[config.mk]
export PLATFORM = sky130hd
export DESIGN_NAME = gpu_time_resolution_controller
export DESIGN_NICKNAME = d
export VERILOG_FILES = /design/src/rtl/core/grc_pkg.sv /design/src/rtl/core/grc_ring.sv /design/src/rtl/core/grc_arith.sv /design/src/rtl/core/gpu_time_resolution_controller.sv
export VERILOG_INCLUDE_DIRS = /design/src /design/src/rtl/core
export SDC_FILE = /design/constraint.sdc
export NUM_CORES = 2
export LEC_CHECK = 0
export BUFFER_PORTS_ARGS = -buffer_cell sky130_fd_sc_hd__clkbuf_2
export CAP_MARGIN = 20
export CORE_MARGIN = 4
export CORE_UTILIZATION = 34
export CTS_BUF_LIST = sky130_fd_sc_hd__clkbuf_16
export DETAILED_ROUTE_END_ITERATION = 7
export GPL_ROUTABILITY_DRIVEN = 0
export PLACE_DENSITY_LB_ADDON = 0.3
export RECOVER_POWER = 100
export SLEW_MARGIN = 20
export SYNTH_ARGS = -nofsm -noshare
export SYNTH_HDL_FRONTEND = slang
export SYNTH_SLANG_ARGS = --single-unit
export TNS_END_PERCENT = 20
[constraint.sdc]
create_clock -name i_clk -period 24.1 [get_ports i_clk]
set_clock_uncertainty 0.15 [all_clocks]
set_input_delay 1.205 -clock i_clk [delete_from_list [all_inputs] [get_ports i_clk]]
set_output_delay 1.205 -clock i_clk [all_outputs]
set_load 0.005 [all_outputs]
[src/rtl/core/assert_macros.svh]
// Assertion macros used by the controller RTL.
`ifndef ASSERT_MACROS_SVH
`define ASSERT_MACROS_SVH

// Property checked at every rising clock edge outside reset.
`define GRC_ASSERT(lbl, clk, rstn, prop, msg) \
    lbl: assert property (@(posedge clk) disable iff (!rstn) prop) else $error(msg);

// Condition that must never be true outside reset.
`define GRC_NEVER(lbl, clk, rstn, cond, msg) \
    lbl: assert property (@(posedge clk) disable iff (!rstn) !(cond)) else $error(msg);

`endif

[src/rtl/core/grc_pkg.sv]
package grc_pkg;

    // Ring and field sizes.
    localparam int RING_DEPTH = 8;
    localparam int IDX_W      = $clog2(RING_DEPTH);
    localparam int SCALE_W    = 15;
    localparam int FRAME_W    = 32;
    localparam int TIME_W     = 24;
    localparam int SEQ_W      = 32;
    localparam int STREAK_W   = 8;
    localparam int TQ_W       = 33;
    localparam int M_W        = 23;
    localparam int CFG_IDX_W  = 8;
    localparam int CFG_DATA_W = 16;

    localparam logic [SCALE_W-1:0] SCALE_SAT = 15'h7FFF;

    // Item kinds.
    localparam logic MODE_DECLARE = 1'b0;
    localparam logic MODE_OBSERVE = 1'b1;

    // Register indexes.
    localparam logic [CFG_IDX_W-1:0] CFG_MIN_SCALE    = 8'd0;
    localparam logic [CFG_IDX_W-1:0] CFG_MAX_SCALE    = 8'd1;
    localparam logic [CFG_IDX_W-1:0] CFG_BUDGET_TIME  = 8'd2;
    localparam logic [CFG_IDX_W-1:0] CFG_HEADROOM     = 8'd3;
    localparam logic [CFG_IDX_W-1:0] CFG_MAX_STEP     = 8'd4;
    localparam logic [CFG_IDX_W-1:0] CFG_SETTLE       = 8'd5;
    localparam logic [CFG_IDX_W-1:0] CFG_OVER_NEEDED  = 8'd6;
    localparam logic [CFG_IDX_W-1:0] CFG_UNDER_NEEDED = 8'd7;

    typedef struct packed {
        logic                     mode;
        logic [FRAME_W-1:0]       frame_id;
        logic signed [TIME_W-1:0] gpu_time;
    } t_in_item;

    typedef struct packed {
        logic               scale_changed;
        logic [SCALE_W-1:0] current_scale;
        logic               sample_used;
    } t_out_item;

    typedef struct packed {
        logic               found;
        logic [SCALE_W-1:0] scale;
        logic [SEQ_W-1:0]   seq;
    } t_scan_res;

endpackage

[src/rtl/core/grc_ring.sv]
module grc_ring (
    input  logic                         i_clk,
    input  logic                         i_rst_n,
    input  logic                         i_declare,
    input  logic                         i_scan_start,
    input  logic [grc_pkg::FRAME_W-1:0]  i_frame,
    input  logic [grc_pkg::SCALE_W-1:0]  i_scale,
    output logic                         o_busy,
    output logic                         o_done,
    output grc_pkg::t_scan_res           o_res,
    output logic [grc_pkg::SEQ_W-1:0]    o_count
);

    logic [grc_pkg::FRAME_W-1:0] r_slot_frame [grc_pkg::RING_DEPTH];
    logic [grc_pkg::SCALE_W-1:0] r_slot_scale [grc_pkg::RING_DEPTH];
    logic [grc_pkg::SEQ_W-1:0]   r_slot_seq   [grc_pkg::RING_DEPTH];
    logic [grc_pkg::SEQ_W-1:0]   r_count;
    logic [grc_pkg::IDX_W-1:0]   r_wptr;
    logic [grc_pkg::IDX_W-1:0]   r_idx;
    logic [grc_pkg::FRAME_W-1:0] r_key;
    logic                        r_busy;
    logic                        r_done;
    grc_pkg::t_scan_res          r_res;

    logic [grc_pkg::SEQ_W-1:0] n_count;
    logic [grc_pkg::IDX_W-1:0] n_wptr;
    logic                      w_hit;
    logic                      w_last;

    // The write slot follows the count modulo the depth, and restarts when the count wraps.
    always_comb begin
        n_count = r_count + 1'b1;
        if (n_count == '0) begin
            n_wptr = '0;
        end else if (r_wptr == grc_pkg::IDX_W'(grc_pkg::RING_DEPTH - 1)) begin
            n_wptr = '0;
        end else begin
            n_wptr = r_wptr + 1'b1;
        end
    end

    // One slot is examined per cycle, in index order.
    assign w_hit  = (r_slot_seq[r_idx] != '0) && (r_slot_frame[r_idx] == r_key);
    assign w_last = (r_idx == grc_pkg::IDX_W'(grc_pkg::RING_DEPTH - 1));

    // Sequence numbers and control; a zero sequence marks an empty slot.
    always_ff @(posedge i_clk) begin
        if (!i_rst_n) begin
            for (int i = 0; i < grc_pkg::RING_DEPTH; i++) begin
                r_slot_seq[i] <= '0;
            end
            r_count <= '0;
            r_wptr  <= '0;
            r_busy  <= 1'b0;
            r_done  <= 1'b0;
            r_idx   <= '0;
        end else begin
            r_done <= r_busy && !i_scan_start && (w_hit || w_last);
            if (i_declare) begin
                r_count            <= n_count;
                r_wptr             <= n_wptr;
                r_slot_seq[n_wptr] <= n_count;
            end
            if (i_scan_start) begin
                r_busy <= 1'b1;
                r_idx  <= '0;
            end else if (r_busy) begin
                if (w_hit || w_last) begin
                    r_busy <= 1'b0;
                end else begin
                    r_idx <= r_idx + 1'b1;
                end
            end
        end
    end

    // Slot payload and scan result.
    always_ff @(posedge i_clk) begin
        if (i_declare) begin
            r_slot_frame[n_wptr] <= i_frame;
            r_slot_scale[n_wptr] <= i_scale;
        end
        if (i_scan_start) begin
            r_key <= i_frame;
        end
        if (r_busy && (w_hit || w_last)) begin
            r_res.found <= w_hit;
            r_res.scale <= r_slot_scale[r_idx];
            r_res.seq   <= r_slot_seq[r_idx];
        end
    end

    assign o_busy  = r_busy;
    assign o_done  = r_done;
    assign o_res   = r_res;
    assign o_count = r_count;

endmodule

[src/rtl/core/grc_arith.sv]
module grc_arith (
    input  logic                        i_clk,
    input  logic                        i_rst_n,
    input  logic                        i_start,
    input  logic [grc_pkg::SCALE_W-1:0] i_scale,
    input  logic [grc_pkg::TQ_W-1:0]    i_tq,
    input  logic [grc_pkg::M_W-1:0]     i_m,
    output logic                        o_done,
    output logic [grc_pkg::SCALE_W-1:0] o_desired
);

    // Phases: square the scale, multiply by the target, divide, root.
    localparam logic [2:0] P_IDLE = 3'd0;
    localparam logic [2:0] P_SQ   = 3'd1;
    localparam logic [2:0] P_MUL  = 3'd2;
    localparam logic [2:0] P_DIV  = 3'd3;
    localparam logic [2:0] P_ROOT = 3'd4;

    localparam int PROD_W = 63;
    localparam int SQ_W   = 2 * grc_pkg::SCALE_W;
    localparam int QUO_W  = PROD_W - 16;
    localparam int RAD_W  = QUO_W + 1;
    localparam int ROOT_W = RAD_W / 2;
    localparam int REM_W  = ROOT_W + 2;

    logic [2:0]                r_phase;
    logic [5:0]                r_cnt;
    logic [PROD_W-1:0]         r_mcand;
    logic [SQ_W-1:0]           r_mplier;
    logic [PROD_W-1:0]         r_acc;
    logic [QUO_W-1:0]          r_quo;
    logic [grc_pkg::M_W:0]     r_rem;
    logic [grc_pkg::M_W-1:0]   r_div;
    logic [RAD_W-1:0]          r_rad;
    logic [REM_W-1:0]          r_srem;
    logic [ROOT_W-1:0]         r_root;
    logic                      r_done;
    logic [grc_pkg::SCALE_W-1:0] r_desired;

    logic [PROD_W-1:0]         w_acc;
    logic [grc_pkg::M_W+1:0]   w_dtrial;
    logic                      w_dge;
    logic [REM_W+1:0]          w_strial;
    logic [REM_W+1:0]          w_sub;
    logic                      w_sge;

    // Shift-and-add step shared by both products.
    assign w_acc = r_mplier[0] ? (r_acc + r_mcand) : r_acc;

    // Restoring division step: one quotient bit per cycle.
    assign w_dtrial = {r_rem, r_quo[QUO_W-1]};
    assign w_dge    = (w_dtrial >= {1'b0, r_div});

    // Square root step: one root bit per cycle from two radicand bits.
    assign w_strial = {r_srem, r_rad[RAD_W-1:RAD_W-2]};
    assign w_sub    = {2'b00, r_root, 2'b01};
    assign w_sge    = (w_strial >= w_sub);

    always_ff @(posedge i_clk) begin
        if (!i_rst_n) begin
            r_phase <= P_IDLE;
            r_done  <= 1'b0;
            r_cnt   <= '0;
        end else begin
            r_done <= (r_phase == P_ROOT) && (r_cnt == 6'd1);
            case (r_phase)
                P_IDLE: begin
                    if (i_start) begin
                        r_phase <= P_SQ;
                        r_cnt   <= 6'(grc_pkg::SCALE_W);
                    end
                end
                P_SQ: begin
                    if (r_cnt == 6'd1) begin
                        r_phase <= P_MUL;
                        r_cnt   <= 6'(SQ_W);
                    end else begin
                        r_cnt <= r_cnt - 1'b1;
                    end
                end
                P_MUL: begin
                    if (r_cnt == 6'd1) begin
                        r_phase <= P_DIV;
                        r_cnt   <= 6'(QUO_W);
                    end else begin
                        r_cnt <= r_cnt - 1'b1;
                    end
                end
                P_DIV: begin
                    if (r_cnt == 6'd1) begin
                        r_phase <= P_ROOT;
                        r_cnt   <= 6'(ROOT_W);
                    end else begin
                        r_cnt <= r_cnt - 1'b1;
                    end
                end
                P_ROOT: begin
                    if (r_cnt == 6'd1) begin
                        r_phase <= P_IDLE;
                    end else begin
                        r_cnt <= r_cnt - 1'b1;
                    end
                end
                default: begin
                    r_phase <= P_IDLE;
                end
            endcase
        end
    end

    // Datapath shift registers.
    always_ff @(posedge i_clk) begin
        case (r_phase)
            P_IDLE: begin
                if (i_start) begin
                    r_mcand  <= PROD_W'(i_scale);
                    r_mplier <= SQ_W'(i_scale);
                    r_acc    <= '0;
                    r_div    <= i_m;
                end
            end
            P_SQ: begin
                if (r_cnt == 6'd1) begin
                    r_mplier <= w_acc[SQ_W-1:0];
                    r_mcand  <= PROD_W'(i_tq);
                    r_acc    <= '0;
                end else begin
                    r_acc    <= w_acc;
                    r_mcand  <= {r_mcand[PROD_W-2:0], 1'b0};
                    r_mplier <= {1'b0, r_mplier[SQ_W-1:1]};
                end
            end
            P_MUL: begin
                if (r_cnt == 6'd1) begin
                    r_quo <= w_acc[PROD_W-1:16];
                    r_rem <= '0;
                end else begin
                    r_acc    <= w_acc;
                    r_mcand  <= {r_mcand[PROD_W-2:0], 1'b0};
                    r_mplier <= {1'b0, r_mplier[SQ_W-1:1]};
                end
            end
            P_DIV: begin
                if (w_dge) begin
                    r_rem <= (grc_pkg::M_W + 1)'(w_dtrial - {1'b0, r_div});
                end else begin
                    r_rem <= w_dtrial[grc_pkg::M_W:0];
                end
                r_quo <= {r_quo[QUO_W-2:0], w_dge};
                if (r_cnt == 6'd1) begin
                    r_rad  <= {1'b0, r_quo[QUO_W-2:0], w_dge};
                    r_srem <= '0;
                    r_root <= '0;
                end
            end
            P_ROOT: begin
                if (w_sge) begin
                    r_srem <= REM_W'(w_strial - w_sub);
                end else begin
                    r_srem <= w_strial[REM_W-1:0];
                end
                r_root <= {r_root[ROOT_W-2:0], w_sge};
                r_rad  <= {r_rad[RAD_W-3:0], 2'b00};
                if (r_cnt == 6'd1) begin
                    if (r_root[ROOT_W-2:grc_pkg::SCALE_W-1] != '0) begin
                        r_desired <= grc_pkg::SCALE_SAT;
                    end else begin
                        r_desired <= {r_root[grc_pkg::SCALE_W-2:0], w_sge};
                    end
                end
            end
            default: begin
                r_acc <= r_acc;
            end
        endcase
    end

    assign o_done    = r_done;
    assign o_desired = r_desired;

endmodule

[src/rtl/core/gpu_time_resolution_controller.sv]
// Channel   Direction  Signals                             Transfer when
// in        input      i_in_valid, o_in_ready, i_in_data   i_in_valid & o_in_ready
// out       output     o_out_valid, i_out_ready, o_out_data o_out_valid & i_out_ready
// cfg       input      i_cfg_valid, o_cfg_ready, i_cfg_*   i_cfg_valid & o_cfg_ready
//
// A declare is written to the ring. An observe scans the ring for its frame and, when
// the sample is judged out of band with a nonzero time, passes through the bit-serial
// square, product, divider and root unit.
// One item is in work at a time; the output register holds a finished result while the
// next item is accepted. Reset is synchronous and active low and restores the control and
// configuration registers. Configuration transfers are always taken.
`include "assert_macros.svh"

module gpu_time_resolution_controller (
    input  logic                             i_clk,
    input  logic                             i_rst_n,
    input  logic                             i_in_valid,
    output logic                             o_in_ready,
    input  grc_pkg::t_in_item                i_in_data,
    output logic                             o_out_valid,
    input  logic                             i_out_ready,
    output grc_pkg::t_out_item               o_out_data,
    input  logic                             i_cfg_valid,
    output logic                             o_cfg_ready,
    input  logic [grc_pkg::CFG_IDX_W-1:0]    i_cfg_index,
    input  logic [grc_pkg::CFG_DATA_W-1:0]   i_cfg_data
);

    localparam logic [2:0] S_IDLE   = 3'd0;
    localparam logic [2:0] S_SCAN   = 3'd1;
    localparam logic [2:0] S_MATH   = 3'd2;
    localparam logic [2:0] S_DECIDE = 3'd3;
    localparam logic [2:0] S_FIN    = 3'd4;

    localparam int SW = grc_pkg::SCALE_W + 3;

    logic [2:0]                      r_state;
    logic [grc_pkg::SCALE_W-1:0]     r_min;
    logic [grc_pkg::SCALE_W-1:0]     r_max;
    logic [15:0]                     r_budget;
    logic [15:0]                     r_headroom;
    logic [grc_pkg::SCALE_W-1:0]     r_step;
    logic [7:0]                      r_settle;
    logic [grc_pkg::STREAK_W-1:0]    r_over_need;
    logic [grc_pkg::STREAK_W-1:0]    r_under_need;
    logic [grc_pkg::TQ_W-1:0]        r_tq;
    logic [grc_pkg::M_W-1:0]         r_m;
    logic [grc_pkg::STREAK_W-1:0]    r_over;
    logic [grc_pkg::STREAK_W-1:0]    r_under;
    logic [grc_pkg::SCALE_W-1:0]     r_scale;
    logic [grc_pkg::SEQ_W-1:0]       r_chg_seq;
    logic                            r_chg_seen;
    logic [grc_pkg::SCALE_W-1:0]     r_desired;
    grc_pkg::t_out_item              r_res;
    grc_pkg::t_out_item              r_out;
    logic                            r_out_valid;

    logic                            w_accept;
    logic                            w_declare;
    logic                            w_observe;
    logic                            ring_busy;
    logic                            ring_done;
    grc_pkg::t_scan_res              ring_res;
    logic [grc_pkg::SEQ_W-1:0]       ring_count;
    logic                            ar_start;
    logic                            ar_done;
    logic [grc_pkg::SCALE_W-1:0]     ar_desired;
    logic [16:0]                     w_keep;
    logic                            w_settling;
    logic                            w_ignore;
    logic                            w_in_band;
    logic                            w_over;
    logic [grc_pkg::STREAK_W-1:0]    w_over_inc;
    logic [grc_pkg::STREAK_W-1:0]    w_under_inc;
    logic signed [SW-1:0]            w_des;
    logic signed [SW-1:0]            w_floor;
    logic signed [SW-1:0]            w_ceil;
    logic signed [SW-1:0]            w_v;
    logic [grc_pkg::SCALE_W-1:0]     w_next;
    logic                            w_decide;
    logic                            w_changed;

    assign o_in_ready  = (r_state == S_IDLE);
    assign o_cfg_ready = 1'b1;
    assign w_accept    = i_in_valid && o_in_ready;
    assign w_declare   = w_accept && (i_in_data.mode == grc_pkg::MODE_DECLARE);
    assign w_observe   = w_accept && (i_in_data.mode == grc_pkg::MODE_OBSERVE);

    grc_ring u_ring (
        .i_clk        (i_clk),
        .i_rst_n      (i_rst_n),
        .i_declare    (w_declare),
        .i_scan_start (w_observe),
        .i_frame      (i_in_data.frame_id),
        .i_scale      (r_scale),
        .o_busy       (ring_busy),
        .o_done       (ring_done),
        .o_res        (ring_res),
        .o_count      (ring_count)
    );

    grc_arith u_arith (
        .i_clk     (i_clk),
        .i_rst_n   (i_rst_n),
        .i_start   (ar_start),
        .i_scale   (r_scale),
        .i_tq      (r_tq),
        .i_m       (r_m),
        .o_done    (ar_done),
        .o_desired (ar_desired)
    );

    // Target in units of 2^-16 of the time step.
    assign w_keep = 17'h10000 - {1'b0, r_headroom};
    always_ff @(posedge i_clk) begin
        r_tq <= {1'b0, r_budget} * w_keep;
    end

    // Sample filter after the ring scan.
    assign w_settling = r_chg_seen &&
        ({1'b0, ring_res.seq} <= ({1'b0, r_chg_seq} + 33'(r_settle)));
    assign w_ignore   = !ring_res.found || (ring_res.scale != r_scale) || w_settling;
    assign w_in_band  = (r_m <= grc_pkg::M_W'(r_budget)) &&
        ({r_m, 16'h0000} >= 39'(r_tq));
    assign ar_start   = (r_state == S_SCAN) && ring_done && !w_ignore && !w_in_band &&
        (r_m != '0);

    // Streak update and rate-limited, clamped step.
    always_comb begin
        w_over      = (r_m > grc_pkg::M_W'(r_budget));
        w_over_inc  = (r_over == '1) ? r_over : r_over + 1'b1;
        w_under_inc = (r_under == '1) ? r_under : r_under + 1'b1;
        w_des       = SW'({3'b000, r_desired});
        w_floor     = SW'({3'b000, r_scale}) - SW'({3'b000, r_step});
        w_ceil      = SW'({3'b000, r_scale}) + SW'({3'b000, r_step});
        if (w_over) begin
            w_v      = (w_des > w_floor) ? w_des : w_floor;
            w_decide = (w_over_inc >= r_over_need);
        end else begin
            w_v      = (w_des < w_ceil) ? w_des : w_ceil;
            w_decide = (w_under_inc >= r_under_need);
        end
        if (w_v < SW'({3'b000, r_min})) begin
            w_next = r_min;
        end else if (w_v > SW'({3'b000, r_max})) begin
            w_next = r_max;
        end else begin
            w_next = w_v[grc_pkg::SCALE_W-1:0];
        end
        w_changed = w_decide && (w_next != r_scale);
    end

    // Configuration registers.
    always_ff @(posedge i_clk) begin
        if (!i_rst_n) begin
            r_min        <= 15'd8192;
            r_max        <= 15'd16384;
            r_budget     <= 16'd4267;
            r_headroom   <= 16'd6554;
            r_step       <= 15'd1638;
            r_settle     <= 8'd4;
            r_over_need  <= 8'd2;
            r_under_need <= 8'd8;
        end else if (i_cfg_valid && o_cfg_ready) begin
            case (i_cfg_index)
                grc_pkg::CFG_MIN_SCALE:    r_min        <= i_cfg_data[grc_pkg::SCALE_W-1:0];
                grc_pkg::CFG_MAX_SCALE:    r_max        <= i_cfg_data[grc_pkg::SCALE_W-1:0];
                grc_pkg::CFG_BUDGET_TIME:  r_budget     <= i_cfg_data;
                grc_pkg::CFG_HEADROOM:     r_headroom   <= i_cfg_data;
                grc_pkg::CFG_MAX_STEP:     r_step       <= i_cfg_data[grc_pkg::SCALE_W-1:0];
                grc_pkg::CFG_SETTLE:       r_settle     <= i_cfg_data[7:0];
                grc_pkg::CFG_OVER_NEEDED:  r_over_need  <= i_cfg_data[7:0];
                grc_pkg::CFG_UNDER_NEEDED: r_under_need <= i_cfg_data[7:0];
                default: begin
                    r_min <= r_min;
                end
            endcase
        end
    end

    // Item sequencer and controller state.
    always_ff @(posedge i_clk) begin
        if (!i_rst_n) begin
            r_state    <= S_IDLE;
            r_over     <= '0;
            r_under    <= '0;
            r_scale    <= 15'd16384;
            r_chg_seq  <= '0;
            r_chg_seen <= 1'b0;
        end else begin
            case (r_state)
                S_IDLE: begin
                    if (w_declare) begin
                        r_state <= S_FIN;
                    end else if (w_observe) begin
                        r_state <= S_SCAN;
                    end
                end
                S_SCAN: begin
                    if (ring_done) begin
                        if (w_ignore) begin
                            r_state <= S_FIN;
                        end else if (w_in_band) begin
                            r_over  <= '0;
                            r_under <= '0;
                            r_state <= S_FIN;
                        end else if (r_m == '0) begin
                            r_state <= S_DECIDE;
                        end else begin
                            r_state <= S_MATH;
                        end
                    end
                end
                S_MATH: begin
                    if (ar_done) begin
                        r_state <= S_DECIDE;
                    end
                end
                S_DECIDE: begin
                    if (w_changed) begin
                        r_over     <= '0;
                        r_under    <= '0;
                        r_scale    <= w_next;
                        r_chg_seq  <= ring_count;
                        r_chg_seen <= 1'b1;
                    end else if (w_over) begin
                        r_over  <= w_over_inc;
                        r_under <= '0;
                    end else begin
                        r_over  <= '0;
                        r_under <= w_under_inc;
                    end
                    r_state <= S_FIN;
                end
                S_FIN: begin
                    if (!r_out_valid || i_out_ready) begin
                        r_state <= S_IDLE;
                    end
                end
                default: begin
                    r_state <= S_IDLE;
                end
            endcase
        end
    end

    // Item payload and pending result.
    always_ff @(posedge i_clk) begin
        if (w_accept) begin
            r_m <= i_in_data.gpu_time[grc_pkg::TIME_W-1] ? '0 :
                i_in_data.gpu_time[grc_pkg::M_W-1:0];
            r_res.scale_changed <= 1'b0;
            r_res.current_scale <= r_scale;
            r_res.sample_used   <= 1'b0;
        end
        if ((r_state == S_SCAN) && ring_done && !w_ignore) begin
            r_res.sample_used <= 1'b1;
            r_desired         <= grc_pkg::SCALE_SAT;
        end
        if ((r_state == S_MATH) && ar_done) begin
            r_desired <= ar_desired;
        end
        if ((r_state == S_DECIDE) && w_changed) begin
            r_res.scale_changed <= 1'b1;
            r_res.current_scale <= w_next;
        end
    end

    // Output register: a finished item fills it, otherwise a transfer frees it.
    always_ff @(posedge i_clk) begin
        if (!i_rst_n) begin
            r_out_valid <= 1'b0;
        end else begin
            if ((r_state == S_FIN) && (!r_out_valid || i_out_ready)) begin
                r_out_valid <= 1'b1;
            end else if (r_out_valid && i_out_ready) begin
                r_out_valid <= 1'b0;
            end
        end
    end

    always_ff @(posedge i_clk) begin
        if ((r_state == S_FIN) && (!r_out_valid || i_out_ready)) begin
            r_out <= r_res;
        end
    end

    assign o_out_valid = r_out_valid;
    assign o_out_data  = r_out;

    `GRC_ASSERT(a_changed_needs_used, i_clk, i_rst_n, o_out_valid && o_out_data.scale_changed |-> o_out_data.sample_used, "scale change reported for an unused sample")
    `GRC_ASSERT(a_scale_moves_in_decide, i_clk, i_rst_n, !$stable(r_scale) && $past(i_rst_n) |-> $past(r_state) == S_DECIDE, "scale moved outside a decision")
    `GRC_NEVER(a_no_accept_while_scanning, i_clk, i_rst_n, o_in_ready && ring_busy, "input ready while the ring scan runs")

endmodule
==> impl_summary.md <==
Outcome
The run finished, with violations left. The final reports fail on max-capacitance violations, max-slew violations.

Placement
During placement, the flow inserted port buffers numbering roughly 100. The HPWL after detailed placement is between 100 and 150 mm. The post-place setup slack is between 10 and 15 ns. In this run, placement finished with an instance count of between 9000 and 10000.

Logic synthesis
By area the synthesized netlist is led by edfxtp_1, dfxtp_1, ha_1. By instance count, the leading cell after synthesis is edfxtp_1. The post-synthesis share of cell area spent on xor and xnor gates is roughly 3.7%.

Dividing the synthesized area by the synthesized cell count gives 11.5 sq um. Synthesis instantiated 96 different standard cells from the library. In this run the cell area of the synthesized design comes to about 0.077 sq mm.

The sequential fraction of the synthesis area is around half. Of the post-synthesis cell area, the dominant cell type holds 44.8%. The most used flip-flop cell after synthesis is edfxtp_1. The Yosys step of the flow raised 0 warnings. The biggest area contributor in the post-synthesis netlist is edfxtp_1. The number of enable-type register cells in the synthesized netlist is around 1100.

Of all flip-flops after synthesis, the portion carrying an async set or reset was 0%. The area fraction in compound gates after synthesis is 7.75%. The simple-gate share of the synthesized area is roughly an eighth. The proportion of synthesized area in mux cells is approximately 8%. Synthesis produced a netlist with a net count of 7370. In the synthesized netlist, the cells that appear most often are edfxtp_1, nor2_1, nand2_1. Counting every instance in the synthesized netlist gives roughly 6700. The synthesized-area fraction occupied by adder cells is 12.1%. By area, the combinational part of the netlist is dominated by simple AND/OR/NAND/NOR gates. The register bit count reported by yosys is 1402.

STA
Headroom to the max-slew limit came out at -191%. Setup repair after global routing left no endpoint under its margin. Across all setup checks in the final design, the least slack found is 10.57 ns. The max-slew violation total from the final report is approximately 2300. The final count of hold timing violations was 0. The slew of the pin with the lowest slew margin is ~4.4 ns. Based on the critical path, the design can be clocked at up to between 70 and 80 MHz.

The final clock period utilization by the worst path is 56.1%. The smallest clock period supported by the final layout is computed as between 10 and 15 ns. The final number of setup-violating endpoints is 0. In the final timing run, aggregate negative setup slack is 0 ns.

Detailed routing
The number of DRC violations after detailed-routing iteration 0 is ~4300. After detailed routing, the wire length on met1 is 94.0 mm. The detail-routed net length per standard cell is roughly 21 um.

The total wire length after detailed routing is roughly 210 mm. In the detailed route, the total length drawn on met3 is around 12 mm. The number of detailed-route iterations in the first pass is 6. After detailed routing, the number of remaining DRC violations is 0.

The via count normalized by instance count is around 5.2. Detailed routing inserted a total of 51300 vias. The sum of met2 wire segment lengths after detailed routing is about 94 mm.

The highest layer used for signal routing is met5. The number of nets with antenna violations after routing is 0.

Clock network
The post-CTS clock slew at the launch and capture registers of the worst setup and hold paths is around 0.06 ns. The count of cells resized by post-cts repair is 0. CTS built an H-tree with a depth of 4. The number of clock sinks is approximately 1400. Clock latency on the worst-skew pair, taken at its later pin, is roughly 0.82 ns. The worst-case clock buffer depth is 3. The quantity of hold-fixing buffers added after cts is 0. TritonCTS built the clock tree. In this run the post-CTS setup repair buffer count came out at 0. The clock buffer count from CTS is between 150 and 200. The cell chosen for the clock root is clkbuf_16.

Global route
The number of global-route vias before repair is a little over 50000. Entering global routing, the biggest net connects 101 pins. The wire length of the first global-routing pass is ~320 mm. The global-route usage over all layers is between 10% and 20%. The total overflow left after global routing is 0. The initial antenna violation count was 13.

Floorplan
The die outline area is 0.234 sq mm. Once the floorplan was initialized, standard cells occupied between 30% and 40% of the core. The total area inside the core boundary comes to between 0.2 and 0.25 sq mm. approximately 110 I/O pins were placed. The die is about 480 um wide.

The count of standard-cell rows is around 170. From bottom edge to top edge, the die measures between 400 and 500 um.

Worst setup path
The endpoint of the lowest-slack register-to-register path is u_arith.r_acc[0]. The length in cells of the worst reg-to-reg path is 26. STA classifies the critical path startpoint as a flop. STA puts the critical path data arrival time at ~14 ns. The worst setup path is captured at a flop. At the worst endpoint, the required time is about 24 ns. By startpoint and endpoint, the worst setup path is classified as reg -> reg. The launching point of the worst reg2reg path is r_settle[1]. The maximum net fanout on the critical path is 77. For flop-to-flop paths, the worst setup slack is approximately 11 ns. The critical path starts at r_settle[1]. The critical path ends at u_arith.r_acc[0].

Layout
Leaving out filler cells and counting taps, the final layout contains between 9000 and 10000. In the final design database the tool counted 7405 nets. The share of post-route cells with drive strength above 1 is 8.44%.

The synthesis-to-layout area growth is 11.6%.

Power
The worst supply voltage drop on vdd is 0.0000693 V. The leakage power of the design is around 32 nW. The power per unit of standard cell area is around 63 mW/mm^2.

Worst hold path
The worst hold path passes through 0 cells. The tightest min-delay check is of the reg -> reg type.

Job
Across the run, the number of max-cap violations was 59.
layout by cell type, fill, tap and decap left out, types with 97 or more instances in the layout:
| cell type | synthesis | routed |
|---|---|---|
| xnor2_1 | 221 | 216 |
| dfxtp_1 | 257 | 254 |
| clkbuf_16 | 0 | 160 |
| a21oi_1 | 281 | 281 |
| inv_1 | 492 | 520 |
| mux4_2 | 158 | 158 |
| ha_1 | 403 | 403 |
| nor2_1 | 784 | 779 |
| xor2_1 | 101 | 100 |
| clkbuf_1 | 269 | 115 |
| mux2i_1 | 203 | 203 |
| a21o_1 | 97 | 97 |
| nor3_1 | 107 | 107 |
| fa_1 | 213 | 213 |
| and2_1 | 133 | 105 |
| nand2_1 | 675 | 674 |
| edfxtp_1 | 1145 | 1145 |
| o21ai_0 | 169 | 168 |
worst min path at each step:
stage / startpoint / endpoint / slack, ns
2_1_floorplan: r_res[10] / o_out_data[10] / 0.25
3_3_place_gp: r_res[5] / o_out_data[5] / 0.26
3_5_place_dp: r_res[11] / o_out_data[11] / 0.26
4_1_cts: r_res[15] / o_out_data[15] / 0.27
5_1_grt: r_res[15] / o_out_data[15] / 0.27
6_report: r_res[15] / o_out_data[15] / 0.26
where the power goes:
part	total [mW]	internal [mW]	switching, mW
Sequential	2.69	2.66	0.0242
Combinational	0.259	0.0981	0.161
Clock	2.44	1.41	1.03
metrics by stage:
step | hold slack, ns | power, mW | utilization [%] | instance area, sq um
floorplan | 0.250 | 2.89 | - | 76800
global placement | 0.260 | 2.99 | 35.9 | 80800
detailed placement | 0.261 | 3.00 | 35.9 | 80800
CTS | 0.266 | 5.45 | 38.3 | 86100
global route | 0.275 | 5.57 | 38.1 | 85700
finish | 0.261 | 5.38 | 38.1 | 85700
flip-flops by register name, indices dropped and copies added (netlist names), 23 cells and up, named ones only:
| signal | count |
|---|---|
| r_chg_seq | 32 |
| u_arith.r_mplier | 30 |
| u_arith.r_root | 24 |
| u_arith.r_acc | 63 |
| u_arith.r_rem | 24 |
| u_arith.r_quo | 47 |
| r_tq | 33 |
| u_arith.r_mcand | 63 |
| u_arith.r_rad | 48 |
| u_ring.r_slot_seq | 256 |
| u_arith.r_srem | 26 |
| u_ring.r_slot_frame | 256 |
| u_ring.r_slot_scale | 120 |
| u_ring.o_count | 32 |
| u_arith.r_div | 23 |
| r_m | 23 |
| u_ring.o_res | 48 |
| u_ring.r_key | 32 |
metal layers:
metal  track usage (%)  vias up
met2              27.6     1477
met3              3.05      298
met4              4.80        4
met1              24.2    25800
met5                 0        -
li1                  -    23800
worst max-delay path: stages, from the launching register on:
cell	delay (ns)
dfxtp_1	0.40
ha_1	0.25
a21o_1	0.16
a21oi_1	0.20
o21bai_1	0.09
a21oi_1	0.22
o21bai_1	0.08
a21oi_1	0.27
nor2b_1	0.10
o2111ai_1	0.58
nor2_1	0.34
nand3_1	0.19
xor2_1	0.08
ha_1	0.30
nand4_1	0.19
nor2_1	0.25
nand2_1	0.07
o21ai_0	0.16
a311oi_1	0.12
o31ai_1	0.28
clkbuf_1	0.46
nand3b_1	0.48
nor3_1	0.56
nor2_1	0.08
nor3_1	0.55
clkbuf_1	3.08
clkbuf_1	3.15
cell families after synthesis:
group,Yosys count
and+or+nand+nor,2190
AOI/OAI and AO/OA,907
other,1
DFF,1402
buffers and inverters,817
adders and majority gates,616
muxes,413
xor gates and xnor gates,322
layout make-up:
| cell class | count | area (sq um) |
|---|---|---|
| Clock buffer | 160 | 4000 |
| Multi-Input combinational cell | 4449 | 34300 |
| Inverter | 493 | 1850 |
| Sequential cell | 1402 | 39500 |
| Tap cell | 2992 | 3740 |
| Clock inverter | 131 | 1300 |
| Fill cell | 21700 | 139000 |
| Timing Repair Buffer | 200 | 940 |
| Antenna cell | 5 | 12.5 |
No activity file was read; power rests on OpenSTA's default activity.
